[src/design/phasor_sine_oscillator_smoothed_amp_core_assert.svh]
// Assertion macros for the phasor sine oscillator core.
// Depends on nothing; included by the top level only.
`ifndef PHASOR_SINE_OSCILLATOR_SMOOTHED_AMP_CORE_ASSERT_SVH
`define PHASOR_SINE_OSCILLATOR_SMOOTHED_AMP_CORE_ASSERT_SVH

// Same-cycle implication under a synchronous reset.
`define PSA_ASSERT_IMPLY(label, clk, rst, ante, cons) \
   label: assert property (@(posedge clk) disable iff (rst) (ante) |-> (cons)) \
      else $error("psa assertion failed");

// Next-cycle implication under a synchronous reset.
`define PSA_ASSERT_NEXT(label, clk, rst, ante, cons) \
   label: assert property (@(posedge clk) disable iff (rst) (ante) |=> (cons)) \
      else $error("psa assertion failed");

`endif

[src/design/psa_pkg.sv]
// Package for the phasor sine oscillator: widths, constants and sequencer types.
// Depends on nothing; used by the interfaces and the top level.
package psa_pkg;

   localparam int FRAC_BITS = 22;
   localparam int TGT_W     = 15;
   localparam int SMP_W     = 24;
   localparam int AMP_W     = 23;
   localparam int COEFF_W   = 16;
   localparam int ACC_W     = 50;

   localparam logic signed [SMP_W-1:0] ONE_Q    = SMP_W'(1) <<< FRAC_BITS;
   localparam logic [AMP_W-1:0]        ONE_AMP  = AMP_W'(1) << FRAC_BITS;
   localparam logic [TGT_W-1:0]        FULL_Q14 = TGT_W'(16384);

   // Step counts of the serial units.
   localparam logic [5:0] MUL_LAST  = 6'd23;
   localparam logic [5:0] SQRT_LAST = 6'd22;
   localparam logic [5:0] DIV_LAST  = 6'd44;

   // Register indexes of the control port.
   localparam logic [1:0] REG_ROT_COS = 2'd0;
   localparam logic [1:0] REG_ROT_SIN = 2'd1;
   localparam logic [1:0] REG_COEFF   = 2'd2;

   typedef enum logic [2:0] {
      ST_IDLE, ST_MUL, ST_POST, ST_SQRT, ST_DIV, ST_EMIT
   } state_type;

   typedef enum logic [3:0] {
      PH_AMP1, PH_AMP2, PH_OUT, PH_RE1, PH_RE2, PH_IM1, PH_IM2,
      PH_SQ1, PH_SQ2, PH_DIV_RE, PH_DIV_IM
   } phase_type;

endpackage

[src/design/psa_req_if.sv]
// Request channel: one sample tick word with target amplitude and chunk mark.
// Depends on psa_pkg.
interface psa_req_if import psa_pkg::*; ();
   logic              valid;
   logic              ready;
   logic [TGT_W-1:0]  amp_goal;
   logic              end_of_chunk;

   modport source (output valid, amp_goal, end_of_chunk, input ready);
   modport sink   (input valid, amp_goal, end_of_chunk, output ready);
endinterface

[src/design/psa_rsp_if.sv]
// Response channel: one output sample word.
// Depends on psa_pkg.
interface psa_rsp_if import psa_pkg::*; ();
   logic                     valid;
   logic                     ready;
   logic signed [SMP_W-1:0]  sample_out;

   modport source (output valid, sample_out, input ready);
   modport sink   (input valid, sample_out, output ready);
endinterface

[src/design/phasor_sine_oscillator_smoothed_amp_core.sv]
// Phasor sine oscillator with a two-stage amplitude smoother, bit-serial datapath.
// Depends on psa_pkg, psa_req_if, psa_rsp_if and the assertion macro header.
//
//   channel   direction  payload
//   req_chan  in         amp_goal[14:0], end_of_chunk
//   rsp_chan  out        sample_out[23:0] signed
//   csr_*     in         csr_index[1:0], csr_wdata[23:0]
//
// One shift-add multiplier (one multiplier bit per cycle) does all products;
// each product takes 24 steps and then a post step.
// A plain tick takes seven products plus accept and emit.
// An end-of-chunk tick adds two squares, a square root and two divisions;
// the divisions are skipped when the phasor is zero.
// Reset is synchronous; a new word is taken while the last sample waits in rsp.

`include "phasor_sine_oscillator_smoothed_amp_core_assert.svh"

module phasor_sine_oscillator_smoothed_amp_core import psa_pkg::*; (
   input  logic               clock,
   input  logic               reset,
   psa_req_if.sink            req_chan,
   psa_rsp_if.source          rsp_chan,
   input  logic               csr_wr_en,
   input  logic [1:0]         csr_index,
   input  logic [SMP_W-1:0]   csr_wdata
);

   state_type state_ff, state_in;
   phase_type phase_ff, phase_in;

   logic signed [SMP_W-1:0] cos_ff, sin_ff;
   logic [COEFF_W-1:0]      coeff_ff;
   logic signed [SMP_W-1:0] re_ff, re_in, im_ff, im_in;
   logic [AMP_W-1:0]        s1_ff, s1_in, s2_ff, s2_in;
   logic                    eoc_ff, eoc_in;
   logic signed [SMP_W:0]   mcand_ff, mcand_in;
   logic [SMP_W-1:0]        mplier_ff, mplier_in;
   logic signed [ACC_W-1:0] acc_ff, acc_in, psum_ff, psum_in;
   logic [5:0]              cnt_ff, cnt_in;
   logic signed [SMP_W-1:0] y_ff, y_in, nre_ff, nre_in;
   logic [45:0]             rad_ff, rad_in;
   logic [25:0]             rem_ff, rem_in;
   logic [AMP_W-1:0]        root_ff, root_in;
   logic [44:0]             num_ff, num_in, quo_ff, quo_in;
   logic [24:0]             drem_ff, drem_in;
   logic                    neg_ff, neg_in;
   logic                    rsp_valid_ff, rsp_valid_in;
   logic signed [SMP_W-1:0] rsp_data_ff, rsp_data_in;

   logic signed [SMP_W-1:0] cos_sat, sin_sat;
   logic [TGT_W-1:0]        tgt_sat;
   logic signed [ACC_W-1:0] addend, sum_acc;
   logic [25:0]             rem_sh, trial;
   logic [24:0]             div_sh;
   logic                    qbit;
   logic [44:0]             quo_fin;
   logic signed [SMP_W-1:0] div_val;

   // Round half up by 2^FRAC_BITS, then clamp to the phasor range.
   function automatic logic signed [SMP_W-1:0] rnd_sat(input logic signed [ACC_W-1:0] v);
      logic signed [ACC_W-1:0] r;
      r = (v + (ACC_W'(1) <<< (FRAC_BITS - 1))) >>> FRAC_BITS;
      if (r > ACC_W'(ONE_Q))       return ONE_Q;
      else if (r < -ACC_W'(ONE_Q)) return -ONE_Q;
      else                         return SMP_W'(r);
   endfunction

   // One smoother update: stage plus rounded product over 2^16, clamped to [0, ONE].
   function automatic logic [AMP_W-1:0] amp_upd(input logic [AMP_W-1:0] s,
                                                input logic signed [ACC_W-1:0] p);
      logic signed [ACC_W-1:0] r;
      r = $signed(ACC_W'(s)) + ((p + (ACC_W'(1) <<< (COEFF_W - 1))) >>> COEFF_W);
      if (r > $signed(ACC_W'(ONE_AMP))) return ONE_AMP;
      else if (r < 0)                   return '0;
      else                              return AMP_W'(r);
   endfunction

   // Rotator clamped to the unit range.
   assign cos_sat = (cos_ff > ONE_Q) ? ONE_Q : ((cos_ff < -ONE_Q) ? -ONE_Q : cos_ff);
   assign sin_sat = (sin_ff > ONE_Q) ? ONE_Q : ((sin_ff < -ONE_Q) ? -ONE_Q : sin_ff);
   assign tgt_sat = (req_chan.amp_goal > FULL_Q14) ? FULL_Q14
                                                   : req_chan.amp_goal;

   // Multiplier step: MSB first, the top multiplier bit has negative weight.
   assign addend  = !mplier_ff[SMP_W-1] ? '0 :
                    ((cnt_ff == '0) ? -ACC_W'(mcand_ff) : ACC_W'(mcand_ff));
   assign sum_acc = psum_ff + acc_ff;

   // Square root step: two radicand bits per cycle.
   assign rem_sh = {rem_ff[23:0], rad_ff[45:44]};
   assign trial  = {1'b0, root_ff, 2'b01};

   // Restoring division step: one quotient bit per cycle.
   assign div_sh  = {drem_ff[23:0], num_ff[44]};
   assign qbit    = (div_sh >= {2'b00, root_ff});
   assign quo_fin = {quo_ff[43:0], qbit};
   assign div_val = (quo_fin > 45'(ONE_Q)) ? (neg_ff ? -ONE_Q : ONE_Q)
                   : (neg_ff ? -SMP_W'(quo_fin) : SMP_W'(quo_fin));

   assign req_chan.ready    = (state_ff == ST_IDLE);
   assign rsp_chan.valid    = rsp_valid_ff;
   assign rsp_chan.sample_out = rsp_data_ff;

   // Sequencer: next state and datapath loads.
   always_comb begin
      state_in     = state_ff;
      phase_in     = phase_ff;
      re_in        = re_ff;
      im_in        = im_ff;
      s1_in        = s1_ff;
      s2_in        = s2_ff;
      eoc_in       = eoc_ff;
      mcand_in     = mcand_ff;
      mplier_in    = mplier_ff;
      acc_in       = acc_ff;
      psum_in      = psum_ff;
      cnt_in       = cnt_ff;
      y_in         = y_ff;
      nre_in       = nre_ff;
      rad_in       = rad_ff;
      rem_in       = rem_ff;
      root_in      = root_ff;
      num_in       = num_ff;
      quo_in       = quo_ff;
      drem_in      = drem_ff;
      neg_in       = neg_ff;
      rsp_valid_in = rsp_valid_ff && !rsp_chan.ready;
      rsp_data_in  = rsp_data_ff;
      unique case (state_ff)
         ST_IDLE: begin
            if (req_chan.valid) begin
               eoc_in    = req_chan.end_of_chunk;
               mcand_in  = $signed({2'b00, tgt_sat, 8'b0}) - $signed({2'b00, s1_ff});
               mplier_in = {8'b0, coeff_ff};
               acc_in    = '0;
               cnt_in    = '0;
               phase_in  = PH_AMP1;
               state_in  = ST_MUL;
            end
         end
         ST_MUL: begin
            acc_in    = (acc_ff <<< 1) + addend;
            mplier_in = mplier_ff << 1;
            cnt_in    = cnt_ff + 6'd1;
            if (cnt_ff == MUL_LAST) state_in = ST_POST;
         end
         ST_POST: begin
            // Finish the product just done and load the next one.
            acc_in   = '0;
            cnt_in   = '0;
            state_in = ST_MUL;
            case (phase_ff)
               PH_AMP1: begin
                  s1_in     = amp_upd(s1_ff, acc_ff);
                  mcand_in  = $signed({2'b00, amp_upd(s1_ff, acc_ff)}) -
                              $signed({2'b00, s2_ff});
                  mplier_in = {8'b0, coeff_ff};
                  phase_in  = PH_AMP2;
               end
               PH_AMP2: begin
                  s2_in     = amp_upd(s2_ff, acc_ff);
                  mcand_in  = {re_ff[SMP_W-1], re_ff};
                  mplier_in = {1'b0, amp_upd(s2_ff, acc_ff)};
                  phase_in  = PH_OUT;
               end
               PH_OUT: begin
                  y_in      = rnd_sat(acc_ff);
                  mcand_in  = {re_ff[SMP_W-1], re_ff};
                  mplier_in = cos_sat;
                  phase_in  = PH_RE1;
               end
               PH_RE1: begin
                  psum_in   = acc_ff;
                  mcand_in  = {im_ff[SMP_W-1], im_ff};
                  mplier_in = sin_sat;
                  phase_in  = PH_RE2;
               end
               PH_RE2: begin
                  nre_in    = rnd_sat(psum_ff - acc_ff);
                  mcand_in  = {re_ff[SMP_W-1], re_ff};
                  mplier_in = sin_sat;
                  phase_in  = PH_IM1;
               end
               PH_IM1: begin
                  psum_in   = acc_ff;
                  mcand_in  = {im_ff[SMP_W-1], im_ff};
                  mplier_in = cos_sat;
                  phase_in  = PH_IM2;
               end
               PH_IM2: begin
                  re_in     = nre_ff;
                  im_in     = rnd_sat(sum_acc);
                  mcand_in  = {nre_ff[SMP_W-1], nre_ff};
                  mplier_in = nre_ff;
                  phase_in  = PH_SQ1;
                  if (!eoc_ff) state_in = ST_EMIT;
               end
               PH_SQ1: begin
                  psum_in   = acc_ff;
                  mcand_in  = {im_ff[SMP_W-1], im_ff};
                  mplier_in = im_ff;
                  phase_in  = PH_SQ2;
               end
               default: begin
                  // Squares done: start the square root of the squared magnitude.
                  rad_in   = sum_acc[45:0];
                  rem_in   = '0;
                  root_in  = '0;
                  state_in = ST_SQRT;
               end
            endcase
         end
         ST_SQRT: begin
            rad_in = rad_ff << 2;
            cnt_in = cnt_ff + 6'd1;
            if (rem_sh >= trial) begin
               rem_in  = rem_sh - trial;
               root_in = {root_ff[AMP_W-2:0], 1'b1};
            end else begin
               rem_in  = rem_sh;
               root_in = {root_ff[AMP_W-2:0], 1'b0};
            end
            if (cnt_ff == SQRT_LAST) begin
               cnt_in = '0;
               if (root_in == '0) begin
                  re_in    = ONE_Q;
                  im_in    = '0;
                  state_in = ST_EMIT;
               end else begin
                  neg_in   = re_ff[SMP_W-1];
                  num_in   = (45'(re_ff[SMP_W-1] ? -re_ff : re_ff) << FRAC_BITS) +
                             45'(root_in >> 1);
                  drem_in  = '0;
                  quo_in   = '0;
                  phase_in = PH_DIV_RE;
                  state_in = ST_DIV;
               end
            end
         end
         ST_DIV: begin
            num_in  = num_ff << 1;
            quo_in  = quo_fin;
            drem_in = qbit ? (div_sh - {2'b00, root_ff}) : div_sh;
            cnt_in  = cnt_ff + 6'd1;
            if (cnt_ff == DIV_LAST) begin
               cnt_in = '0;
               if (phase_ff == PH_DIV_RE) begin
                  re_in    = div_val;
                  neg_in   = im_ff[SMP_W-1];
                  num_in   = (45'(im_ff[SMP_W-1] ? -im_ff : im_ff) << FRAC_BITS) +
                             45'(root_ff >> 1);
                  drem_in  = '0;
                  quo_in   = '0;
                  phase_in = PH_DIV_IM;
               end else begin
                  im_in    = div_val;
                  state_in = ST_EMIT;
               end
            end
         end
         ST_EMIT: begin
            if (!rsp_valid_ff || rsp_chan.ready) begin
               rsp_valid_in = 1'b1;
               rsp_data_in  = y_ff;
               state_in     = ST_IDLE;
            end
         end
         default: state_in = ST_IDLE;
      endcase
   end

   // Control registers and architectural state.
   always_ff @(posedge clock) begin
      if (reset) begin
         state_ff     <= ST_IDLE;
         phase_ff     <= PH_AMP1;
         cos_ff       <= ONE_Q;
         sin_ff       <= '0;
         coeff_ff     <= COEFF_W'(2034);
         re_ff        <= ONE_Q;
         im_ff        <= '0;
         s1_ff        <= '0;
         s2_ff        <= '0;
         cnt_ff       <= '0;
         rsp_valid_ff <= 1'b0;
      end else begin
         state_ff     <= state_in;
         phase_ff     <= phase_in;
         re_ff        <= re_in;
         im_ff        <= im_in;
         s1_ff        <= s1_in;
         s2_ff        <= s2_in;
         cnt_ff       <= cnt_in;
         rsp_valid_ff <= rsp_valid_in;
         if (csr_wr_en) begin
            unique case (csr_index)
               REG_ROT_COS: cos_ff   <= csr_wdata;
               REG_ROT_SIN: sin_ff   <= csr_wdata;
               REG_COEFF:   coeff_ff <= csr_wdata[COEFF_W-1:0];
               default:     ;
            endcase
         end
      end
   end

   // Datapath registers.
   always_ff @(posedge clock) begin
      eoc_ff      <= eoc_in;
      mcand_ff    <= mcand_in;
      mplier_ff   <= mplier_in;
      acc_ff      <= acc_in;
      psum_ff     <= psum_in;
      y_ff        <= y_in;
      nre_ff      <= nre_in;
      rad_ff      <= rad_in;
      rem_ff      <= rem_in;
      root_ff     <= root_in;
      num_ff      <= num_in;
      quo_ff      <= quo_in;
      drem_ff     <= drem_in;
      neg_ff      <= neg_in;
      rsp_data_ff <= rsp_data_in;
   end

   // Checks on the sequencer and the held state.
   `PSA_ASSERT_IMPLY(a_amp_range, clock, reset, 1'b1, (s1_ff <= ONE_AMP) && (s2_ff <= ONE_AMP))
   `PSA_ASSERT_NEXT(a_accept_starts, clock, reset, req_chan.valid && req_chan.ready, (state_ff == ST_MUL) && (phase_ff == PH_AMP1))
   `PSA_ASSERT_IMPLY(a_phasor_range, clock, reset, state_ff == ST_IDLE, (re_ff <= ONE_Q) && (re_ff >= -ONE_Q) && (im_ff <= ONE_Q) && (im_ff >= -ONE_Q))

endmodule

[src/flat_wrapper.sv]
// flat-port wrapper written by rule: the top's interface ports become plain ports
module phasor_sine_oscillator_smoothed_amp_core_flat import psa_pkg::*;
  (clock, reset, csr_wr_en, csr_index, csr_wdata, req_chan_valid, req_chan_amp_goal, req_chan_end_of_chunk, req_chan_ready, rsp_chan_valid, rsp_chan_sample_out, rsp_chan_ready);
  psa_req_if req_chan_i ();
  psa_rsp_if rsp_chan_i ();
  input  logic clock;
  input  logic reset;
  input  logic csr_wr_en;
  input  logic [1:0] csr_index;
  input  logic [SMP_W-1:0] csr_wdata;
  input wire logic [$bits(req_chan_i.valid)-1:0] req_chan_valid;
  input wire logic [$bits(req_chan_i.amp_goal)-1:0] req_chan_amp_goal;
  input wire logic [$bits(req_chan_i.end_of_chunk)-1:0] req_chan_end_of_chunk;
  output wire logic [$bits(req_chan_i.ready)-1:0] req_chan_ready;
  output wire logic [$bits(rsp_chan_i.valid)-1:0] rsp_chan_valid;
  output wire logic [$bits(rsp_chan_i.sample_out)-1:0] rsp_chan_sample_out;
  input wire logic [$bits(rsp_chan_i.ready)-1:0] rsp_chan_ready;
  assign req_chan_i.valid = req_chan_valid;
  assign req_chan_i.amp_goal = req_chan_amp_goal;
  assign req_chan_i.end_of_chunk = req_chan_end_of_chunk;
  assign req_chan_ready = req_chan_i.ready;
  assign rsp_chan_valid = rsp_chan_i.valid;
  assign rsp_chan_sample_out = rsp_chan_i.sample_out;
  assign rsp_chan_i.ready = rsp_chan_ready;
  phasor_sine_oscillator_smoothed_amp_core u_core (.clock(clock), .reset(reset), .req_chan(req_chan_i), .rsp_chan(rsp_chan_i), .csr_wr_en(csr_wr_en), .csr_index(csr_index), .csr_wdata(csr_wdata));
endmodule
[config.mk]
export PLATFORM = sky130hd
export DESIGN_NAME = phasor_sine_oscillator_smoothed_amp_core_flat
export DESIGN_NICKNAME = d
export VERILOG_FILES = /design/src/design/psa_pkg.sv /design/src/design/psa_req_if.sv /design/src/design/psa_rsp_if.sv /design/src/design/phasor_sine_oscillator_smoothed_amp_core.sv /design/src/flat_wrapper.sv
export VERILOG_INCLUDE_DIRS = /design/src /design/src/design
export SDC_FILE = /design/constraint.sdc
export NUM_CORES = 2
export LEC_CHECK = 0
export BUFFER_PORTS_ARGS = -buffer_cell sky130_fd_sc_hd__buf_2
export CAP_MARGIN = 40
export CORE_MARGIN = 3
export CORE_UTILIZATION = 47
export DETAILED_ROUTE_END_ITERATION = 10
export PLACE_DENSITY_LB_ADDON = 0.1
export SETUP_SLACK_MARGIN = 0.1
export SYNTH_ARGS = -nofsm -noshare
export SYNTH_HDL_FRONTEND = slang
export SYNTH_SLANG_ARGS = --single-unit
[constraint.sdc]
create_clock -name clock -period 7.6 [get_ports clock]
set_input_delay 0.76 -clock clock [delete_from_list [all_inputs] [get_ports clock]]
set_output_delay 0.76 -clock clock [all_outputs]
set_load 0.01 [all_outputs]
== After elaboration in Yosys (flattened, before gate mapping) ==
Cells that the tools add are included.
Operators by class
  add/sub/neg operators: 20
  order comparisons: 18
  equal/unequal tests: 32
  muxes and demuxes: 95
  reductions and logical operators: 45
Operators by type and width (count)
  two-way mux 24 bit: 29
  two-way mux 23 bit: 10
  case mux 24 bit (3 select lines): 3
  two-way mux 45 bit: 4
  two-way mux 44 bit: 4
  adder 50 x 23 -> 50 bit, second input constant: 3
  two-way mux 50 bit: 3
  case mux 50 bit (3 select lines): 1
  case mux 24 bit (6 select lines): 1
  adder 50 bit: 2
  > comparator 50 x 24 -> 1 bit, second input constant: 2
  < comparator 50 x 1 -> 1 bit, second input constant: 2
  case mux 25 bit (4 select lines): 1
  case mux 24 bit (2 select lines): 2
  case mux 46 bit (2 select lines): 1
  adder 45 x 22 -> 45 bit: 2
  case mux 45 bit (2 select lines): 1
  case mux 44 bit (2 select lines): 1
  > comparator 28 x 24 -> 1 bit, second input constant: 3
  < comparator 28 x 23 -> 1 bit, second input constant: 3
  adder 24 x 34 -> 35 bit: 2
  adder 50 x 17 -> 50 bit, second input constant: 1
  negation 50 bit: 1
  case mux 25 bit (2 select lines): 1
  64 further kinds: 127
Word-level totals
  bits in registers: 601
  bits of input ports: 47
  output and inout bits: 26

== Depth between registers and ports, before layout ==
  depth in word-level cells: 10
  depth in mapped cells: 41

== Worst setup path before layout ==
No wires, ideal clock.
  path kind: flip-flop to flip-flop
  start point: reg u_core.root_ff[0]
  end point: reg u_core.drem_ff[0], enable pin
  arrival: 7301 ps
  path slack: -288 ps
  stages on the path, launching flop included: 16
  period minus slack after synthesis: 7888 ps
  cells stage by stage: edfxtp_1 -> inv_1 -> ha_1 -> nor2b_1 -> o21ai_0 -> a21boi_0 -> o21ai_0 -> a21boi_0 -> o21ai_0 -> nand2b_1 -> a21oi_1 -> o21ai_0 -> a31oi_1 -> nand3_1 -> o21ai_0 -> nor2_1
On the way
  word-level cells in the longest chain between the ends: 6
Ends and longest elaborated chain
  start: declaration: line phasor_sine_oscillator_smoothed_amp_core.sv:43  | logic [AMP_W-1:0] root_ff, root_in;
  start signal: assignment: line phasor_sine_oscillator_smoothed_amp_core.sv:317  | root_ff <= root_in;
  greater-or-equal comparator 26 x 25 -> 1 bit: line phasor_sine_oscillator_smoothed_amp_core.sv:216  | if (rem_sh >= trial) begin
  two-way mux 1 bit: line phasor_sine_oscillator_smoothed_amp_core.sv:216
  two-way mux 23 bit *: line phasor_sine_oscillator_smoothed_amp_core.sv:129  | unique case (state_ff)
  logical NOT 23 bit *: line phasor_sine_oscillator_smoothed_amp_core.sv:225  | if (root_in == '0) begin
  != test 2 bit (no source line) *
  AND reduction 3 bit (no source line) *
  end signal: assignment: line phasor_sine_oscillator_smoothed_amp_core.sv:320  | drem_ff <= drem_in;
  end: declaration: line phasor_sine_oscillator_smoothed_amp_core.sv:45  | logic [24:0] drem_ff, drem_in;
Mark *: on every way between the ends. The rest lies on a longest branch, timed or not. The select of a mux whose other input is x is not followed.
A chain may end at the register's enable or synchronous reset.

== Final worst setup path ==
  start point: reg u_core.acc_ff[21]
  end point: reg u_core.mcand_ff[22], data pin
On the way
  word-level cells in the longest chain between the ends: 10
  elaborated cells between the ends (all ways): 11
  classes of those cells: add/sub: 3; order compare: 2; mux: 6
Ends and longest elaborated chain
  start: declaration: line phasor_sine_oscillator_smoothed_amp_core.sv:38  | logic signed [ACC_W-1:0] acc_ff, acc_in, psum_ff, psum_in;
  start signal: assignment: line phasor_sine_oscillator_smoothed_amp_core.sv:311  | acc_ff <= acc_in;
  adder 50 x 17 -> 50 bit *: line phasor_sine_oscillator_smoothed_amp_core.sv:72  | r = $signed(ACC_W'(s)) + ((p + (ACC_W'(1) <<< (COEFF_W - 1))) >>> COEFF_W);
  adder 24 x 34 -> 35 bit *: line phasor_sine_oscillator_smoothed_amp_core.sv:72
  < comparator 50 x 1 -> 1 bit: line phasor_sine_oscillator_smoothed_amp_core.sv:74  | else if (r < 0) return '0;
  two-way mux 23 bit: line phasor_sine_oscillator_smoothed_amp_core.sv:74
  two-way mux 23 bit *: line phasor_sine_oscillator_smoothed_amp_core.sv:73  | if (r > $signed(ACC_W'(ONE_AMP))) return ONE_AMP;
  two-way mux 23 bit *: line phasor_sine_oscillator_smoothed_amp_core.sv:152  | case (phase_ff)
  two-way mux 23 bit *: line phasor_sine_oscillator_smoothed_amp_core.sv:129
  subtractor 23 x 23 -> 24 bit *: line phasor_sine_oscillator_smoothed_amp_core.sv:155  | mcand_in = $signed({2'b00, amp_upd(s1_ff, acc_ff)}) -
  case mux 25 bit (4 select lines) *: line phasor_sine_oscillator_smoothed_amp_core.sv:152
  case mux 25 bit (2 select lines) *: line phasor_sine_oscillator_smoothed_amp_core.sv:129
  named net u_core.mcand_in[22]: line phasor_sine_oscillator_smoothed_amp_core.sv:36  | logic signed [SMP_W:0] mcand_ff, mcand_in;
  end signal: assignment: line phasor_sine_oscillator_smoothed_amp_core.sv:309  | mcand_ff <= mcand_in;
  end: declaration: line phasor_sine_oscillator_smoothed_amp_core.sv:36
The timed path passes the listed nets; every way through them passes the cells marked *. The select of a mux whose other input is x is not followed.

==> metrics <==
status=finished, final reports clean; power share of the combinational group=between 50% and 60%; GRT Total Usage=between 20% and 30%; minimum clock period=about 7.3 ns; Worst Clk Skew=0.03319 ns; most frequent CP cell=buf_4; DR vias=about 39000; Most used DFF post-synth=edfxtp_1; Antenna Diode Count=0; Worst-Margin Slew=between 1 and 1.5 ns; Clock Path Buffers=3; asr flop ratio synth=0%; HP Start=req_chan_end_of_chunk; critical path capture point type=flop; critical path type=reg2reg; placed wire-length estimate=113900 µm; core area=0.09194 mm²; register area=~0.016 mm²; Initial DRC Count=4570; most frequent cells in the layout=516 x nand2_1, 516 x nor2_1, 428 x edfxtp_1; met3 wire len=roughly 13000 µm; fin cells=~6400; crit-path max cell delay=a little under 0.4 ns; CTS tree=built; Hold Worst Slack=0.2819 ns; Die W=just over 300 µm; Final #Nets=about 5500; Top Layer Used=met5; post-cts hold buffer count=0; compound-cell area share of the yosys netlist=20.89%; Placed Cells=between 6000 and 7000; area leader, netlist=edfxtp_1; row count=around 110; Routed met2 length=between 60000 and 70000 µm; critical path arrival=7.67 ns; fillcell total=approximately 8600; P per Cell Area=335.0 mW/mm²; gr ovfl total=0; Avg Cell Area, Syn=between 8 and 9 µm²; final setup vio count=0; first-pass GRT wire length=223100 µm; DRT met1 WL=66820 µm; Synth Area in Adders=roughly 10%; relative slew slack=about 15%; fin util=a little over half; Worst VDD drop=approximately 0.26 mV; mux contribution to synthesized area=less than 1%; Pleak=between 15 and 20 nW; R2R Setup Slk=between 0.3 and 0.4 ns; CP startpoint=u_core.acc_ff[21]$_SDFFCE_PN0P_; sequential share of power=~28%; Worst-path clk slew=around 0.060 ns; H-tree depth=3; R2R Path Start=u_core.acc_ff[21]$_SDFFCE_PN0P_; largest net degree at the start of global routing=75; share of cells above drive strength 1=10.28%; Sw Share=between 40 and 50%; Max Cap Viol=0; Num CTS Buffers=between 70 and 80; Power Internal=0.009246 W; RR Endpoint=u_core.mcand_ff[22]$_DFFE_PP_; Clk pwr share=21.3%; NetSw=0.007237 W; total negative setup slack=0 ns; Synth area leaders=edfxtp_1 29%, ha_1 9.8%, dfxtp_1 7.9%; clock root cell=clkbuf_16; antenna-violating nets left=0; port buffer count=72; post-synthesis xor/xnor area fraction=~7.4%; area taken by multi-input logic gates=roughly 0.026 mm²; number of global-route vias before repair=~36000; Final Slew Violations=0; DRC violations left=0; Chip Height=between 300 and 400 µm; Area Growth Syn to Fin=12.61%; Critical Path Fanout Max=8; Simple-Gate Fraction of Synth Area=between 10% and 20%; Post-Synthesis Net Count=5400; Hold Path Class=in2reg; main combinational cell family by area after synthesis=compound AO/OA/AOI/OAI gates; antenna violations before repair=9; Routability Congestion=between 0.9 and 1; CP Launch Type=flop; DR WL/cell=about 23 µm; die area=slightly below 0.1 mm²; number of synthesized flops with an enable pin=approximately 430; CTS sink cnt=600; CP max stage cell=edfxtp_1; final hold violation count=0; top-area cell type share of the netlist area=slightly below 30%; mapped cell area=0.04369 mm²; Max Fclk=about 140 MHz; cells after synthesis=~5000; Critical Path Sink=u_core.mcand_ff[22]$_DFFE_PP_; vias per cell=between 6 and 7; period utilization=95.62%; Clk Latency, worst-skew pair=between 0.6 and 0.7 ns; drt pass-1 iters=8; post-synthesis register bit count=600; Seq/Total Area, Yosys=a little under two fifths; WP data required=around 8.0 ns; WL final=about 150000 µm; worst r2r path cells=38; Initial Util=47.52%; Synth cell types=103; IO Pins=73; Ys Warns=0
## cells in the mapped netlist (13+ instances only)
master	number
o31ai_1	68
nor3_1	136
and3_1	73
nand3b_1	14
inv_1	263
buf_1	16
o22ai_1	13
o41ai_1	18
a222oi_1	20
ha_1	341
and2_1	48
nor2b_1	66
xor2_1	140
o21a_1	36
nor2_1	522
dfxtp_1	172
o21ai_1	13
a211oi_1	61
a221o_1	45
nor4_1	53
mux2i_1	24
a31oi_1	52
a22o_1	17
or4_1	23
xnor2_1	228
or3_1	53
a21o_1	85
nand2_1	517
edfxtp_1	428
o21ai_0	251
a221oi_1	30
or2_2	25
nand2b_1	47
nand3_1	114
o21bai_1	39
a311oi_1	14
nand4_1	49
a21oi_1	432
clkbuf_1	197
a21boi_0	41
o211ai_1	14
## timing repair
action                     in CTS  in global routing
buffers inserted                0                 15
pin swaps                       4                 32
resized for setup              12                 59
setup endpoints to repair      11                 14
## how the worst min path moves through the flow
stage                                                   end  slack, ns  depth (start not counted)
global placement    u_core.rsp_chan.sample_out[0]$_DFFE_PP_       0.40                          0
global route                        u_core.eoc_ff$_DFFE_PP_       0.26                          1
floorplan           u_core.rsp_chan.sample_out[0]$_DFFE_PP_       0.40                          0
detailed placement  u_core.rsp_chan.sample_out[5]$_DFFE_PP_       0.41                          0
finish                              u_core.eoc_ff$_DFFE_PP_       0.28                          1
CTS                                 u_core.eoc_ff$_DFFE_PP_       0.25                          1
## power by group through the flow
| stage | sequential [W] | clock (W) | combinational, W |
|---|---|---|---|
| floorplan | 0.00449 | 0 | 0.00551 |
| global placement | 0.00460 | 0 | 0.00807 |
| detailed placement | 0.00461 | 0 | 0.00812 |
| CTS | 0.00454 | 0.00358 | 0.00818 |
| global route | 0.00458 | 0.00370 | 0.00913 |
| finish | 0.00455 | 0.00351 | 0.00842 |
## cell type report
cell class | instances | area share (%)
multi-input combinational | 3918 | 52.87
sequential | 600 | 33.12
clock buffer | 107 | 4.326
timing repair buffer | 270 | 3.998
tap | 1243 | 3.161
inverter | 268 | 2.045
clock inverter | 24 | 0.4781
## sequential cells by signal (all words and copies together), names as in the netlist, 44 cells and up
| name | count |
|---|---|
| u_core.quo_ff | 44 |
| u_core.rad_ff | 46 |
| u_core.acc_ff | 50 |
| u_core.num_ff | 45 |
| u_core.psum_ff | 50 |
## through the flow
| step | worst slack [ns] | power [W] | instance area (µm²) |
|---|---|---|---|
| 6_report | 0.3325 | 0.01648 | 49200 |
| 5_1_grt | -0.007477 | 0.01742 | 49200 |
| 4_1_cts | 0.1166 | 0.01630 | 48830 |
| 3_5_place_dp | -0.2116 | 0.01273 | 46440 |
| 3_3_place_gp | -0.1396 | 0.01268 | 46220 |
| 2_1_floorplan | 0.1633 | 0.01000 | 43710 |
## critical path, delay by kind of cell (launching register included)
kind / cells / cell delay (ns)
compound gates: 18 / 3.20
simple gates: 9 / 1.36
xor+xnor: 2 / 0.30
buf+inv: 7 / 1.09
fa+ha+maj: 2 / 0.67
flops: 1 / 0.39
## routing by layer
metal / track usage, % / up-vias
met5: 0 / -
met4: 10.43 / 8
met3: 5.621 / 251
met2: 44.15 / 1501
met1: 42.96 / 18780
li1: - / 18570
## kinds of logic (layout without fill, tap and decap cells)
| kind of cell | after synthesis | after routing |
|---|---|---|
| AO/OA/AOI/OAI | 1383 | 1383 |
| multiplexers | 27 | 27 |
| XOR/XNOR | 368 | 368 |
| adder cells (fa/ha/maj) | 347 | 347 |
| buffers and inverters | 488 | 669 |
| flip-flops | 600 | 600 |
| AND/OR/NAND/NOR | 1793 | 1793 |
Note: power is estimated with default switching activity, not from simulation.
